`src/hdl/bce_pkg.sv`:
```
// shared types, constants and curve lookup for the battery charge estimator
package bce_pkg;

    localparam logic [1:0] CFG_CELL_TYPE  = 2'd0;
    localparam logic [1:0] CFG_CELL_COUNT = 2'd1;
    localparam logic [1:0] CFG_SWAP_STEP  = 2'd2;

    localparam logic [19:0] MIN_CELL_V     = 20'd3000;
    localparam logic [13:0] FULL_PCT       = 14'd10000;
    localparam logic [7:0]  DEFAULT_CELLS  = 8'd6;
    localparam logic [39:0] ENERGY_MAX     = 40'hFF_FFFF_FFFF;

    localparam logic [4:0] DIV_STEPS_CELL   = 5'd20;
    localparam logic [4:0] DIV_STEPS_CURVE  = 5'd11;
    localparam logic [4:0] DIV_STEPS_ENERGY = 5'd14;

    localparam logic [14:0] CURVE_V [0:2][0:10] = '{
        '{15'd9000, 15'd10000, 15'd11000, 15'd11500, 15'd12000, 15'd12500,
          15'd13000, 15'd13500, 15'd14000, 15'd14500, 15'd15500},
        '{15'd10000, 15'd11000, 15'd11500, 15'd11800, 15'd12000, 15'd12200,
          15'd12400, 15'd12600, 15'd12800, 15'd13200, 15'd14000},
        '{15'd9000, 15'd12000, 15'd13000, 15'd13800, 15'd14200, 15'd14500,
          15'd14700, 15'd15000, 15'd15500, 15'd17000, 15'd17000}
    };
    localparam logic [13:0] CURVE_P [0:2][0:10] = '{
        '{14'd0, 14'd500, 14'd1500, 14'd2500, 14'd4000, 14'd5500,
          14'd7000, 14'd8000, 14'd8800, 14'd9400, 14'd10000},
        '{14'd0, 14'd500, 14'd1000, 14'd2000, 14'd3500, 14'd5000,
          14'd6500, 14'd8000, 14'd9000, 14'd9700, 14'd10000},
        '{14'd0, 14'd300, 14'd600, 14'd1200, 14'd2500, 14'd4500,
          14'd6500, 14'd8500, 14'd9500, 14'd10000, 14'd10000}
    };
    localparam logic [3:0]  CURVE_LEN  [0:2] = '{4'd11, 4'd11, 4'd10};
    localparam logic [14:0] CURVE_VMAX [0:2] = '{15'd15500, 15'd14000, 15'd17000};
    localparam logic [22:0] CELL_ENERGY [0:2] = '{23'd3000000, 23'd2900000, 23'd5000000};

    typedef enum logic [1:0] {
        DIV_CELL   = 2'd0,
        DIV_CURVE  = 2'd1,
        DIV_ENERGY = 2'd2
    } div_sel_t;

    typedef struct packed {
        logic        latch;
        logic        acc;
        logic        start_div;
        div_sel_t    div_sel;
        logic        eval;
        logic        set_low;
        logic        mul1;
        logic        mul2;
        logic        keep_byv;
        logic        final_upd;
        logic        load_out;
    } dp_cmd_t;

    typedef struct packed {
        logic div_busy;
        logic cell_low;
    } dp_sts_t;

    typedef struct packed {
        logic [13:0] base;
        logic [11:0] dv;
        logic [10:0] dp;
        logic [11:0] dd;
    } curve_seg_t;

    function automatic logic [1:0] chem_idx(input logic [1:0] c);
        chem_idx = (c == 2'd3) ? 2'd0 : c;
    endfunction

    // pick the curve segment; the ends give a fixed base with a zero slope term
    function automatic curve_seg_t curve_seg(input logic [1:0] c, input logic [19:0] v);
        curve_seg_t s;
        logic [1:0] ci;
        logic found;
        ci = chem_idx(c);
        s.base = 14'd0;
        s.dv = 12'd0;
        s.dp = 11'd0;
        s.dd = 12'd1;
        found = 1'b0;
        if (v <= {5'd0, CURVE_V[ci][0]}) begin
            s.base = 14'd0;
        end
        else if (v >= {5'd0, CURVE_VMAX[ci]}) begin
            s.base = FULL_PCT;
        end
        else begin
            for (int i = 1; i < 11; i++) begin
                if (!found && (4'(i) < CURVE_LEN[ci]) && (v < {5'd0, CURVE_V[ci][i]})) begin
                    found = 1'b1;
                    s.base = CURVE_P[ci][i-1];
                    s.dv = 12'(v - {5'd0, CURVE_V[ci][i-1]});
                    s.dp = 11'(CURVE_P[ci][i] - CURVE_P[ci][i-1]);
                    s.dd = 12'(CURVE_V[ci][i] - CURVE_V[ci][i-1]);
                end
            end
        end
        curve_seg = s;
    endfunction

endpackage

```
`src/hdl/bce_div.sv`:
```
// shared restoring divider, one quotient bit per cycle
module bce_div (
    input  logic        clk,
    input  logic        rst_n,
    input  logic        start,
    input  logic [30:0] hi,
    input  logic [19:0] lo,
    input  logic [4:0]  steps,
    input  logic [30:0] divisor,
    output logic        busy,
    output logic [19:0] quotient
);
    logic        busy_reg, busy_next;
    logic [4:0]  cnt_reg, cnt_next;
    logic [30:0] rem_reg, rem_next;
    logic [19:0] lo_reg, lo_next;
    logic [19:0] quo_reg, quo_next;
    logic [30:0] d_reg, d_next;
    logic [31:0] trial;
    logic        ge;

    assign trial = {rem_reg, lo_reg[19]};
    assign ge = trial >= {1'b0, d_reg};

    always_comb
    begin
        busy_next = busy_reg;
        cnt_next = cnt_reg;
        rem_next = rem_reg;
        lo_next = lo_reg;
        quo_next = quo_reg;
        d_next = d_reg;
        if (start)
        begin
            busy_next = 1'b1;
            cnt_next = steps;
            rem_next = hi;
            lo_next = lo;
            quo_next = '0;
            d_next = divisor;
        end
        else if (busy_reg)
        begin
            rem_next = ge ? 31'(trial - {1'b0, d_reg}) : trial[30:0];
            lo_next = {lo_reg[18:0], 1'b0};
            quo_next = {quo_reg[18:0], ge};
            cnt_next = cnt_reg - 5'd1;
            if (cnt_reg == 5'd1)
            begin
                busy_next = 1'b0;
            end
        end
    end

    always_ff @(posedge clk or negedge rst_n)
    begin
        if (!rst_n)
        begin
            busy_reg <= 1'b0;
            cnt_reg <= '0;
        end
        else
        begin
            busy_reg <= busy_next;
            cnt_reg <= cnt_next;
        end
    end

    always_ff @(posedge clk)
    begin
        rem_reg <= rem_next;
        lo_reg <= lo_next;
        quo_reg <= quo_next;
        d_reg <= d_next;
    end

    assign busy = busy_reg;
    assign quotient = quo_reg;
endmodule

```
`src/hdl/bce_dp.sv`:
```
// datapath: configuration, estimator state, arithmetic and result registers
module bce_dp (
    input  logic             clk,
    input  logic             rst_n,
    input  bce_pkg::dp_cmd_t cmd,
    output bce_pkg::dp_sts_t sts,
    input  logic             cfg_valid,
    input  logic [1:0]       cfg_index,
    input  logic [14:0]      cfg_data,
    input  logic [15:0]      pack_voltage_mv,
    input  logic [23:0]      energy_amount,
    output logic [13:0]      soc_centipercent,
    output logic             soc_known,
    output logic             swap_detected
);
    import bce_pkg::*;

    logic [1:0]  ctype_reg;
    logic [7:0]  ccount_reg;
    logic [14:0] sstep_reg;
    logic [39:0] used_reg, used_next;
    logic [19:0] last_reg;
    logic        last_valid_reg;
    logic [13:0] held_reg, held_next;
    logic        held_valid_reg;
    logic [15:0] pv_reg;
    logic [23:0] amt_reg;
    logic        fresh_reg;
    curve_seg_t  seg_reg;
    logic [30:0] cap_reg;
    logic [22:0] prod_reg;
    logic [30:0] diff_reg;
    logic [44:0] ne_reg;
    logic [13:0] byv_reg;
    logic [13:0] res_soc_reg;
    logic        res_known_reg;
    logic        res_swap_reg;
    logic [13:0] out_soc_reg;
    logic        out_known_reg;
    logic        out_swap_reg;

    logic [7:0]  cells;
    logic [19:0] pv10;
    logic [40:0] used_sum;
    logic [20:0] fresh_limit;
    logic        fresh;
    logic [13:0] now_soc;
    logic        div_start;
    logic [30:0] div_hi;
    logic [19:0] div_lo;
    logic [4:0]  div_steps;
    logic [30:0] div_d;
    logic        div_busy;
    logic [19:0] div_q;

    assign cells = (ccount_reg == 8'd0) ? DEFAULT_CELLS : ccount_reg;
    assign pv10 = {1'b0, pv_reg, 3'd0} + {3'd0, pv_reg, 1'b0};
    assign used_sum = {1'b0, used_reg} + {17'd0, amt_reg};
    assign fresh_limit = {1'b0, last_reg} + {6'd0, sstep_reg};
    assign fresh = last_valid_reg && ({1'b0, div_q} >= fresh_limit);
    assign now_soc = (byv_reg < div_q[13:0]) ? byv_reg : div_q[13:0];
    assign held_next = (!held_valid_reg || fresh_reg || now_soc < held_reg) ? now_soc : held_reg;

    always_comb
    begin
        used_next = used_reg;
        if (cmd.acc)
        begin
            used_next = used_sum[40] ? ENERGY_MAX : used_sum[39:0];
        end
        else if (cmd.eval && fresh)
        begin
            used_next = '0;
        end
    end

    always_comb
    begin
        div_start = cmd.start_div;
        unique case (cmd.div_sel)
            DIV_CELL:
            begin
                div_hi = '0;
                div_lo = pv10;
                div_steps = DIV_STEPS_CELL;
                div_d = {23'd0, cells};
            end
            DIV_CURVE:
            begin
                div_hi = {19'd0, prod_reg[22:11]};
                div_lo = {prod_reg[10:0], 9'd0};
                div_steps = DIV_STEPS_CURVE;
                div_d = {19'd0, seg_reg.dd};
            end
            DIV_ENERGY:
            begin
                div_hi = ne_reg[44:14];
                div_lo = {ne_reg[13:0], 6'd0};
                div_steps = DIV_STEPS_ENERGY;
                div_d = cap_reg;
            end
            default:
            begin
                div_hi = '0;
                div_lo = '0;
                div_steps = DIV_STEPS_CELL;
                div_d = 31'd1;
            end
        endcase
    end

    bce_div u_div (
        .clk      (clk),
        .rst_n    (rst_n),
        .start    (div_start),
        .hi       (div_hi),
        .lo       (div_lo),
        .steps    (div_steps),
        .divisor  (div_d),
        .busy     (div_busy),
        .quotient (div_q)
    );

    assign sts.div_busy = div_busy;
    assign sts.cell_low = div_q <= MIN_CELL_V;

    always_ff @(posedge clk or negedge rst_n)
    begin
        if (!rst_n)
        begin
            ctype_reg <= 2'd0;
            ccount_reg <= DEFAULT_CELLS;
            sstep_reg <= 15'd1000;
            used_reg <= '0;
            last_reg <= '0;
            last_valid_reg <= 1'b0;
            held_reg <= '0;
            held_valid_reg <= 1'b0;
        end
        else
        begin
            if (cfg_valid)
            begin
                unique case (cfg_index)
                    CFG_CELL_TYPE:  ctype_reg <= cfg_data[1:0];
                    CFG_CELL_COUNT: ccount_reg <= cfg_data[7:0];
                    CFG_SWAP_STEP:  sstep_reg <= cfg_data;
                    default:        ;
                endcase
            end
            used_reg <= used_next;
            if (cmd.eval)
            begin
                last_reg <= div_q;
                last_valid_reg <= 1'b1;
            end
            if (cmd.final_upd)
            begin
                held_reg <= held_next;
                held_valid_reg <= 1'b1;
            end
        end
    end

    always_ff @(posedge clk)
    begin
        if (cmd.latch)
        begin
            pv_reg <= pack_voltage_mv;
            amt_reg <= energy_amount;
        end
        if (cmd.eval)
        begin
            fresh_reg <= fresh;
            seg_reg <= curve_seg(ctype_reg, div_q);
            cap_reg <= 31'(CELL_ENERGY[chem_idx(ctype_reg)] * cells);
        end
        if (cmd.mul1)
        begin
            prod_reg <= 23'(seg_reg.dv * seg_reg.dp);
            diff_reg <= ({9'd0, cap_reg} > used_reg) ? 31'({9'd0, cap_reg} - used_reg) : '0;
        end
        if (cmd.mul2)
        begin
            ne_reg <= 45'(diff_reg * FULL_PCT);
        end
        if (cmd.keep_byv)
        begin
            byv_reg <= 14'(seg_reg.base + div_q[13:0]);
        end
        if (cmd.set_low)
        begin
            res_soc_reg <= held_reg;
            res_known_reg <= held_valid_reg;
            res_swap_reg <= 1'b0;
        end
        if (cmd.final_upd)
        begin
            res_soc_reg <= held_next;
            res_known_reg <= 1'b1;
            res_swap_reg <= fresh_reg;
        end
        if (cmd.load_out)
        begin
            out_soc_reg <= res_soc_reg;
            out_known_reg <= res_known_reg;
            out_swap_reg <= res_swap_reg;
        end
    end

    assign soc_centipercent = out_soc_reg;
    assign soc_known = out_known_reg;
    assign swap_detected = out_swap_reg;
endmodule

```
`src/hdl/bce_ctrl.sv`:
```
// controller state machine sequencing the estimator datapath
module bce_ctrl (
    input  logic             clk,
    input  logic             rst_n,
    input  logic             in_valid,
    input  logic             kind,
    output logic             in_stall,
    output logic             out_valid,
    input  logic             out_stall,
    output bce_pkg::dp_cmd_t cmd,
    input  bce_pkg::dp_sts_t sts
);
    import bce_pkg::*;

    typedef enum logic [11:0] {
        S_IDLE   = 12'b0000_0000_0001,
        S_ENERGY = 12'b0000_0000_0010,
        S_DIVC   = 12'b0000_0000_0100,
        S_WC     = 12'b0000_0000_1000,
        S_CHECK  = 12'b0000_0001_0000,
        S_MUL1   = 12'b0000_0010_0000,
        S_MUL2   = 12'b0000_0100_0000,
        S_WV     = 12'b0000_1000_0000,
        S_ESTART = 12'b0001_0000_0000,
        S_WE     = 12'b0010_0000_0000,
        S_FINAL  = 12'b0100_0000_0000,
        S_OUT    = 12'b1000_0000_0000
    } state_t;

    state_t state_reg, state_next;
    logic   out_valid_reg, out_valid_next;
    logic   accept;

    assign in_stall = state_reg != S_IDLE;
    assign accept = in_valid && !in_stall;

    always_comb
    begin
        state_next = state_reg;
        cmd = '0;
        cmd.div_sel = DIV_CELL;
        out_valid_next = out_valid_reg && out_stall;
        unique case (state_reg)
            S_IDLE:
            begin
                if (accept)
                begin
                    cmd.latch = 1'b1;
                    state_next = kind ? S_ENERGY : S_DIVC;
                end
            end
            S_ENERGY:
            begin
                cmd.acc = 1'b1;
                state_next = S_IDLE;
            end
            S_DIVC:
            begin
                cmd.start_div = 1'b1;
                state_next = S_WC;
            end
            S_WC:
            begin
                if (!sts.div_busy)
                begin
                    state_next = S_CHECK;
                end
            end
            S_CHECK:
            begin
                if (sts.cell_low)
                begin
                    cmd.set_low = 1'b1;
                    state_next = S_OUT;
                end
                else
                begin
                    cmd.eval = 1'b1;
                    state_next = S_MUL1;
                end
            end
            S_MUL1:
            begin
                cmd.mul1 = 1'b1;
                state_next = S_MUL2;
            end
            S_MUL2:
            begin
                cmd.mul2 = 1'b1;
                cmd.start_div = 1'b1;
                cmd.div_sel = DIV_CURVE;
                state_next = S_WV;
            end
            S_WV:
            begin
                cmd.div_sel = DIV_CURVE;
                if (!sts.div_busy)
                begin
                    state_next = S_ESTART;
                end
            end
            S_ESTART:
            begin
                // curve quotient is still on the divider output this cycle
                cmd.keep_byv = 1'b1;
                cmd.start_div = 1'b1;
                cmd.div_sel = DIV_ENERGY;
                state_next = S_WE;
            end
            S_WE:
            begin
                cmd.div_sel = DIV_ENERGY;
                if (!sts.div_busy)
                begin
                    state_next = S_FINAL;
                end
            end
            S_FINAL:
            begin
                cmd.final_upd = 1'b1;
                state_next = S_OUT;
            end
            S_OUT:
            begin
                if (!out_valid_reg || !out_stall)
                begin
                    cmd.load_out = 1'b1;
                    out_valid_next = 1'b1;
                    state_next = S_IDLE;
                end
            end
            default:
            begin
                state_next = S_IDLE;
            end
        endcase
    end

    always_ff @(posedge clk or negedge rst_n)
    begin
        if (!rst_n)
        begin
            state_reg <= S_IDLE;
            out_valid_reg <= 1'b0;
        end
        else
        begin
            state_reg <= state_next;
            out_valid_reg <= out_valid_next;
        end
    end

    assign out_valid = out_valid_reg;

`ifndef ASSERT_OFF
    a_accept_leaves_idle: assert property (@(posedge clk) disable iff (!rst_n)
        accept |=> state_reg != S_IDLE)
        else $error("accepted item did not start work");

    a_load_sets_valid: assert property (@(posedge clk) disable iff (!rst_n)
        cmd.load_out |=> out_valid_reg)
        else $error("result load did not raise out_valid");

    a_load_only_free: assert property (@(posedge clk) disable iff (!rst_n)
        cmd.load_out |-> (!out_valid_reg || !out_stall))
        else $error("result overwritten while stalled");

    a_wait_done: assert property (@(posedge clk) disable iff (!rst_n)
        (state_reg == S_WE && !sts.div_busy) |=> state_reg == S_FINAL)
        else $error("energy division done but no final step");
`endif
endmodule

```
`src/hdl/battery_charge_estimator_top.sv`:
```
// Battery charge estimator: a voltage reading or an energy event per input transfer,
// and one result transfer per voltage reading.
// Input channel: in_valid/in_stall with kind, pack_voltage_mv and energy_amount.
// Output channel: out_valid/out_stall with soc_centipercent, soc_known, swap_detected.
// Configuration: cfg_valid/cfg_ready with cfg_index and cfg_data; cfg_ready is always
// high; writes are to be made while the block is idle, which the block does not enforce.
// One item is worked at a time. An energy event only adds to the energy counter. A reading at or
// below 0.3 V per cell needs only the per-cell division; other readings also run the curve
// and energy divisions on the shared one-bit-per-cycle divider.
// The finished result sits in an output register, so the next item is taken while the
// previous result still waits; a second result waits in the datapath result registers until the
// output register is free, and the input is stalled meanwhile.
// Reset clears the energy counter, the held estimate and its flags, and loads the
// register defaults (cell type 0, 6 cells, swap step 1000).
module battery_charge_estimator_top (
    input  logic        clk,
    input  logic        rst_n,
    input  logic        in_valid,
    output logic        in_stall,
    input  logic        kind,
    input  logic [15:0] pack_voltage_mv,
    input  logic [23:0] energy_amount,
    output logic        out_valid,
    input  logic        out_stall,
    output logic [13:0] soc_centipercent,
    output logic        soc_known,
    output logic        swap_detected,
    input  logic        cfg_valid,
    output logic        cfg_ready,
    input  logic [1:0]  cfg_index,
    input  logic [14:0] cfg_data
);
    import bce_pkg::*;

    dp_cmd_t cmd;
    dp_sts_t sts;

    assign cfg_ready = 1'b1;

    bce_ctrl u_ctrl (
        .clk       (clk),
        .rst_n     (rst_n),
        .in_valid  (in_valid),
        .kind      (kind),
        .in_stall  (in_stall),
        .out_valid (out_valid),
        .out_stall (out_stall),
        .cmd       (cmd),
        .sts       (sts)
    );

    bce_dp u_dp (
        .clk              (clk),
        .rst_n            (rst_n),
        .cmd              (cmd),
        .sts              (sts),
        .cfg_valid        (cfg_valid && cfg_ready),
        .cfg_index        (cfg_index),
        .cfg_data         (cfg_data),
        .pack_voltage_mv  (pack_voltage_mv),
        .energy_amount    (energy_amount),
        .soc_centipercent (soc_centipercent),
        .soc_known        (soc_known),
        .swap_detected    (swap_detected)
    );
endmodule

```
`config.mk`:
```
export PLATFORM = sky130hd
export DESIGN_NAME = battery_charge_estimator_top
export DESIGN_NICKNAME = d
export VERILOG_FILES = /design/src/hdl/bce_pkg.sv /design/src/hdl/bce_div.sv /design/src/hdl/bce_dp.sv /design/src/hdl/bce_ctrl.sv /design/src/hdl/battery_charge_estimator_top.sv
export SDC_FILE = /design/constraint.sdc
export NUM_CORES = 2
export LEC_CHECK = 0
export ABC_CLOCK_PERIOD_IN_PS = 17510
export BUFFER_PORTS_ARGS = -buffer_cell sky130_fd_sc_hd__buf_2
export CORE_UTILIZATION = 60
export CTS_CLUSTER_DIAMETER = 40
export DETAILED_ROUTE_END_ITERATION = 16
export GPL_ROUTABILITY_DRIVEN = 0
export PLACE_DENSITY = 0.77
export SYNTH_ARGS = -nofsm -noshare
export SYNTH_HDL_FRONTEND = slang
export SYNTH_SLANG_ARGS = --single-unit
```
`constraint.sdc`:
```
create_clock -name clk -period 17.51 [get_ports clk]
set_input_delay 1.751 -clock clk [delete_from_list [all_inputs] [get_ports clk]]
set_output_delay 1.751 -clock clk [all_outputs]
set_load 0.01 [all_outputs]
```
-- Yosys cells after proc, flatten, opt, wreduce, memory -nomap -nowiden
Index checks and enable logic that the tools add are counted.
- input port bits: 63
- register bits: 484
- word-level logic and storage cells: 293
- output and inout port bits: 19
- $lt $le $gt $ge: 29
- bitwise operators: 1
- reductions and logical operators: 53
- eq/ne operators: 24
- mux-type cells: 111
- add/subtract/negate cells: 37
- multiply operators: 3
- operators by type and width (kind ; number):
    $mux 49 ; 10
    $bmux 165 s2 ; 1
    $mux 165 ; 2
    $bmux 154 s2 ; 1
    $mux 154 ; 2
    $sub 12x12->12 ; 20
    $lt 20x15->1 ; 10
    $pmux 12 s11 ; 1
    $mux 40 ; 3
    $sub 11x11->11 ; 10
    $mux 31 ; 3
    $pmux 31 s3 ; 1
    $mux 12 ; 6
    $mux 14 ; 5
    $pmux 31 s2 ; 1
    $sub 31x31->31 ; 2
    $pmux 20 s3 ; 1
    $mux 1 ; 55
    $bmux 23 s2 ; 1
    $mux 23 ; 2
    $add 40x24->41 ; 1
    $mul 31x10->41 const B ; 1
    $gt 31x40->1 ; 1
    $mux 20 ; 2
    other kinds (56) ; 116

-- Depth between registers and ports, before layout
- word-level depth: 73
- gate-level depth with buffers: 26
- mapped depth without buffers: 24

-- By module
From an unflattened synthesis, not the netlist that was laid out.
- cells, all modules: 4320
- area, all modules: 41738.8 µm²
- by module, submodules not included (module ; seq. area each (µm²) ; area each (µm²) ; cells each ; times used):
    bce_dp ; 10034.6 ; 34865.9 ; 3647 ; 1
    bce_div ; 3012.9 ; 6090.8 ; 590 ; 1
    bce_ctrl ; 326.6 ; 770.7 ; 81 ; 1
    battery_charge_estimator_top ; 0.0 ; 11.3 ; 2 ; 1

-- Least setup slack after synthesis
No wires, ideal clock.
- path type: flip-flop to flip-flop
- from: register u_dp.ctype_reg[0]
- to: register u_dp.cap_reg[29] (data pin)
- buffers on the path: 3
- clock period less this slack: 6.012 ns
- path slack: 11.498 ns
- setup time: 0.264 ns
- data required time: 17.246 ns
- arrival: 5.749 ns
- stages on the path, launching flop included: 23
- cells stage by stage: dfrtp_1 -> inv_1 -> ha_1 -> clkbuf_1 -> clkbuf_1 -> clkbuf_1 -> o21ai_0 -> fa_1 -> fa_1 -> fa_1 -> inv_1 -> fa_1 -> ha_1 -> o21a_1 -> o21a_1 -> a41oi_1 -> a21oi_1 -> a21o_1 -> a21oi_1 -> nor2b_1 -> o211ai_1 -> a31oi_1 -> xor2_1
- longest elaborated chain between the ends: 7
- ends and longest elaborated chain (element ; line ; RTL):
    start: declaration ; bce_dp.sv:18 ; logic [1:0] ctype_reg;
    start signal: assignment ; bce_dp.sv:145 ; CFG_CELL_TYPE: ctype_reg <= cfg_data[1:0];
    $eq 2x2->1 ; bce_pkg.sv:70 ; chem_idx = (c == 2'd3) ? 2'd0 : c;
    $mux 2 (*) ; bce_pkg.sv:70 ;
    $not 2->3 (not written as such) (*) ; bce_dp.sv:176 ; cap_reg <= 31'(CELL_ENERGY[chem_idx(ctype_reg)] * cells);
    $bmux 23 s2 (*) ; bce_dp.sv:176 ;
    $mux 23 (not written as such) (*) (2 in series) ; bce_dp.sv:176 ;
    $mul 23x8->31 (*) ; bce_dp.sv:176 ;
    end signal: assignment ; bce_dp.sv:176 ;
    end: declaration ; bce_dp.sv:30 ; logic [30:0] cap_reg;
Mark *: on every way between the ends. The rest lies on a longest branch, timed or not. The select of a mux whose other input is x is not followed.
A chain may end at the register's enable or synchronous reset.

-- Worst setup path after layout
- from: register u_dp.ctype_reg[0]
- to: register u_dp.seg_reg[29] (netlist bit) (data pin)
- longest elaborated chain between the ends: 72
- elaborated cells on any way between the ends: 119
- ends and longest elaborated chain (element ; line ; RTL):
    $eq 2x2->1 ; bce_pkg.sv:70 ;
    $mux 2 (*) ; bce_pkg.sv:70 ;
    $not 2->3 (not written as such) (*) ; - ;
    $bmux 165 s2 / $bmux 4 s2 (equally long branches) ; bce_pkg.sv:84, bce_pkg.sv:92, bce_pkg.sv:95 ;
    $mux 165 (not written as such) / $mux 4 (equally long branches) ; bce_pkg.sv:92 ; if (!found && (4'(i) < CURVE_LEN[ci]) && (v < {5'd0, CURVE_V[ci][i]})) begin
    $mux 165 (not written as such) / $mux 4 (equally long branches) ; bce_pkg.sv:95, bce_pkg.sv:92 ;
    $lt 20x15->1 / $lt 1x4->1 (equally long branches) ; bce_pkg.sv:92 ;
    $logic_and 1x1->1 ; bce_pkg.sv:92 ;
    [54 not listed] ; - ;
    $logic_and 1x1->1 (2 in series) ; bce_pkg.sv:92 ;
    $mux 1 ; bce_pkg.sv:92 ;
    $mux 1 ; bce_pkg.sv:87 ; else if (v >= {5'd0, CURVE_VMAX[ci]}) begin
    $mux 1 ; bce_pkg.sv:84 ; if (v <= {5'd0, CURVE_V[ci][0]}) begin
    $mux 1 ; bce_dp.sv:172 ; if (cmd.eval)
    $logic_not 1->1 ; bce_pkg.sv:92 ;
    $logic_and 1x1->1 (2 in series) ; bce_pkg.sv:92 ;
    $mux 49 ; bce_pkg.sv:92 ;
    end signal: assignment ; bce_dp.sv:175 ; seg_reg <= curve_seg(ctype_reg, div_q);
    end: declaration ; bce_dp.sv:29 ; curve_seg_t seg_reg;
Marked as above.

==> flow_metrics.tcl <==
set metrics [dict create \
    drv_cap 0 \
    worstPathRequired_ns 17.83 \
    cts_max_path_buffers 3 \
    grt_max_degree 74 \
    layout_setup_ws_ns 11.36 \
    synth_flop_cell "edfxtp_1" \
    antenna_cells 0 \
    viasPerCell 6.17 \
    r2r_setup_slack_ns 11.36 \
    powerDensity_nw_per_um2 181 \
    cts_tree "done" \
    slew_headroom_pct 26.3 \
    drtIter0Drc 4077 \
    max_freq_mhz 163 \
    largest_reg_flops 44 \
    drc 0 \
    routedWlPerCell_um 20.6 \
    root_buffer "clkbuf_16" \
    pin_count 82 \
    worstSkewPairLatency_ns 0.63 \
    clkSlewWorstSetupHoldPaths_ns 0.06 \
    rsz0062_at_grt "false" \
    regArea_um2 13300 \
    routed_wl_um 112000 \
    grt_usage_pct 32.0 \
    hpwlAfterDp_um 83400 \
    yosysUniqueCellTypes 88 \
    met3_usage_pct 8.70 \
    drive_above_1_share_pct 9.00 \
    critical_path_peak_fanout 30 \
    synth_seq_cells 471 \
    r2r_start "u_dp.ctype_reg[0]" \
    endpoint "u_dp.seg_reg[29]" \
    rr_worst_depth 14 \
    synth-compound-area-share_pct 15.9 \
    n_fill_cell 5380 \
    vdd_ir_drop_max_uv 175 \
    dieHeight_um 265 \
    muxShareOfSynthArea_pct 2.55 \
    htreeDepth 3 \
    dp_slack_ns 11.60 \
    met1_usage_pct 42.6 \
    critPathKind "reg2reg" \
    fin_skew_ns 0.0219 \
    syn_area_um2 41600 \
    worstMarginPinSlew_ns 1.10 \
    grt_pass1_wl_um 177000 \
    multi_input_area_um2 25700 \
    drv_slew 0 \
    dieArea_um2 70500 \
    finish.cell_count_without_fillers 5419 \
    yosys.area_share.xor_xnor_pct 4.92 \
    min_period_ns 6.15 \
    routed-via-count 33400 \
    met2_usage_pct 49.5 \
    p_total_mw 8.27 \
    initial_utilization_pct 60.7 \
    dr.pass1.iters 8 \
    min_path_type "reg2reg" \
    synth_adder_area_share_pct 24.7 \
    finalCritPeriodShare_pct 35.1 \
    ys_seq_area_share_pct 32.0 \
    status "finished clean" \
    hold_ws_ns 0.424 \
    rows 96 \
    setup_viol_count_final 0 \
    syn_area_per_cell_um2 9.56 \
    crit_path_start_kind "flop" \
    synthToLayoutAreaGrowth_pct 9.91 \
    yosys.area_share.simple_pct 13.4 \
    antenna_left 0 \
    die_w_um 265 \
    first_global_vias 33000 \
    clock-sinks 471 \
    coreArea_um2 68600 \
    top_usage_layer "met2" \
    fin_nets 5173 \
    ys_warn_count 0 \
    antenna_found_initial 6 \
    p_leak_nw 21.0 \
    synth_top_family_by_area "adder cells" \
    gr-total-overflow 0 \
    post-place-cells 5272 \
    cts_setup_buffers 0 \
    endpoint_kind "flop" \
    synth-edff-count 330 \
    cts_resized 0 \
    cts_hold_buf 0 \
    timing.rr.end "u_dp.seg_reg[29]" \
    crit_arrival_ns 6.47 \
    finalHoldViolations 0 \
    tns_ns 0 \
    synth_cells 4357 \
    ys_async_sr_fraction_pct 25.5 \
    io_buffers 80 \
    critPathLaunch "u_dp.ctype_reg[0]" \
    cts_buffers 79 \
]
## placed cells by master (no fill, tap or decap), types with 33 or more instances in the layout
cell / count
nor3_1: 89
buf_4: 47
inv_1: 557
mux2_2: 56
nand2_1: 313
xor2_1: 78
xnor2_1: 156
a21o_1: 90
a211oi_1: 33
ha_1: 462
a31oi_1: 57
and3_1: 43
nor2b_1: 48
a21oi_1: 259
dfrtp_1: 111
o21a_1: 49
nor2_1: 263
and2_1: 95
fa_1: 225
edfxtp_1: 330
nand3_1: 82
or3_1: 38
buf_2: 79
o21ai_0: 213
clkbuf_16: 83
mux2i_1: 43
## synthesized netlist by cell type (all sizes together), types with 19 or more instances
cell    number  area [um^2]
a211oi      33          248
a21o        90          676
a21oi      261         1310
a22oi       27          203
a31oi       58          363
and2        95          594
and3        43          269
buf         20         96.4
clkbuf     134          503
dfrtp      111         2780
dfxtp       21          420
edfxtp     330         9910
fa         225         4500
ha         463         5790
inv        558         2090
mux2        56          631
mux2i       43          430
nand2      313         1170
nand2b      32          200
nand3       82          410
nand4       19          119
nor2       267         1000
nor2b       48          300
nor3        93          470
o211ai      20          150
o21a        49          368
o21ai      215         1080
o21bai      30          225
o22ai       25          156
o31ai       24          180
or2         31          194
or3         39          249
xnor2      156         1370
xor2        78          683
## final cells by class
type	instances	area share [%]
clock buffers	93	4.69
clock inverters	54	1.13
inverters	560	4.59
multi-input cells	3183	56.2
flip-flops and latches	471	29.2
well taps	931	2.55
repair buffers	127	1.66
## worst min path at each step
| stage | start | end | slack [ns] | cells after the start |
|---|---|---|---|---|
| floorplan | u_dp.res_soc_reg[0] | u_dp.soc_centipercent[0] | 0.40 | 0 |
| detailed placement | u_dp.res_soc_reg[3] | u_dp.soc_centipercent[3] | 0.41 | 0 |
| global route | u_dp.res_soc_reg[6] | u_dp.soc_centipercent[6] | 0.43 | 0 |
| finish | u_dp.res_soc_reg[3] | u_dp.soc_centipercent[3] | 0.42 | 0 |
| global placement | u_dp.res_soc_reg[3] | u_dp.soc_centipercent[3] | 0.40 | 0 |
| CTS | u_dp.res_soc_reg[3] | u_dp.soc_centipercent[3] | 0.42 | 0 |
## kinds of logic after synthesis
logic type	after synthesis
buffers and inverters	714
muxes	99
DFF	471
and+or+nand+nor	1136
other	2
adders and majority gates	688
xor gates and xnor gates	234
AOI/OAI and AO/OA	1013
## power breakdown
group | leakage, nW | internal, mW | total [mW] | switching [mW]
Clock | 1.30 | 0.944 | 1.54 | 0.598
Sequential | 4.76 | 1.57 | 1.73 | 0.159
Combinational | 14.9 | 1.97 | 5.00 | 3.03
Total | 21.0 | 4.48 | 8.27 | 3.79
## through the flow
stage / utilization, % / area [um^2]
floorplan: - / 41700
global placement: 62.8 / 43100
detailed placement: 62.8 / 43100
CTS: 66.7 / 45800
global route: 66.7 / 45800
finish: 66.7 / 45800
## worst max-delay path: stages, from the launching register on
cell      delay, ns
dfrtp_1        0.37
inv_1          0.09
ha_1           0.32
buf_4          0.35
inv_1          0.14
buf_4          0.26
ha_1           0.43
o311a_1        0.21
o311a_1        0.40
o211ai_1       0.62
and4_1         0.76
or4_1          0.65
o21ai_0        0.51
o32ai_1        0.54
o22ai_1        0.17
## routing by layer
layer	wire, um	vias up
met5	35	-
met4	4720	6
met3	12000	369
met2	49600	1648
met1	45300	15900
li1	-	15500
Note: power is estimated with default switching activity, not from simulation.
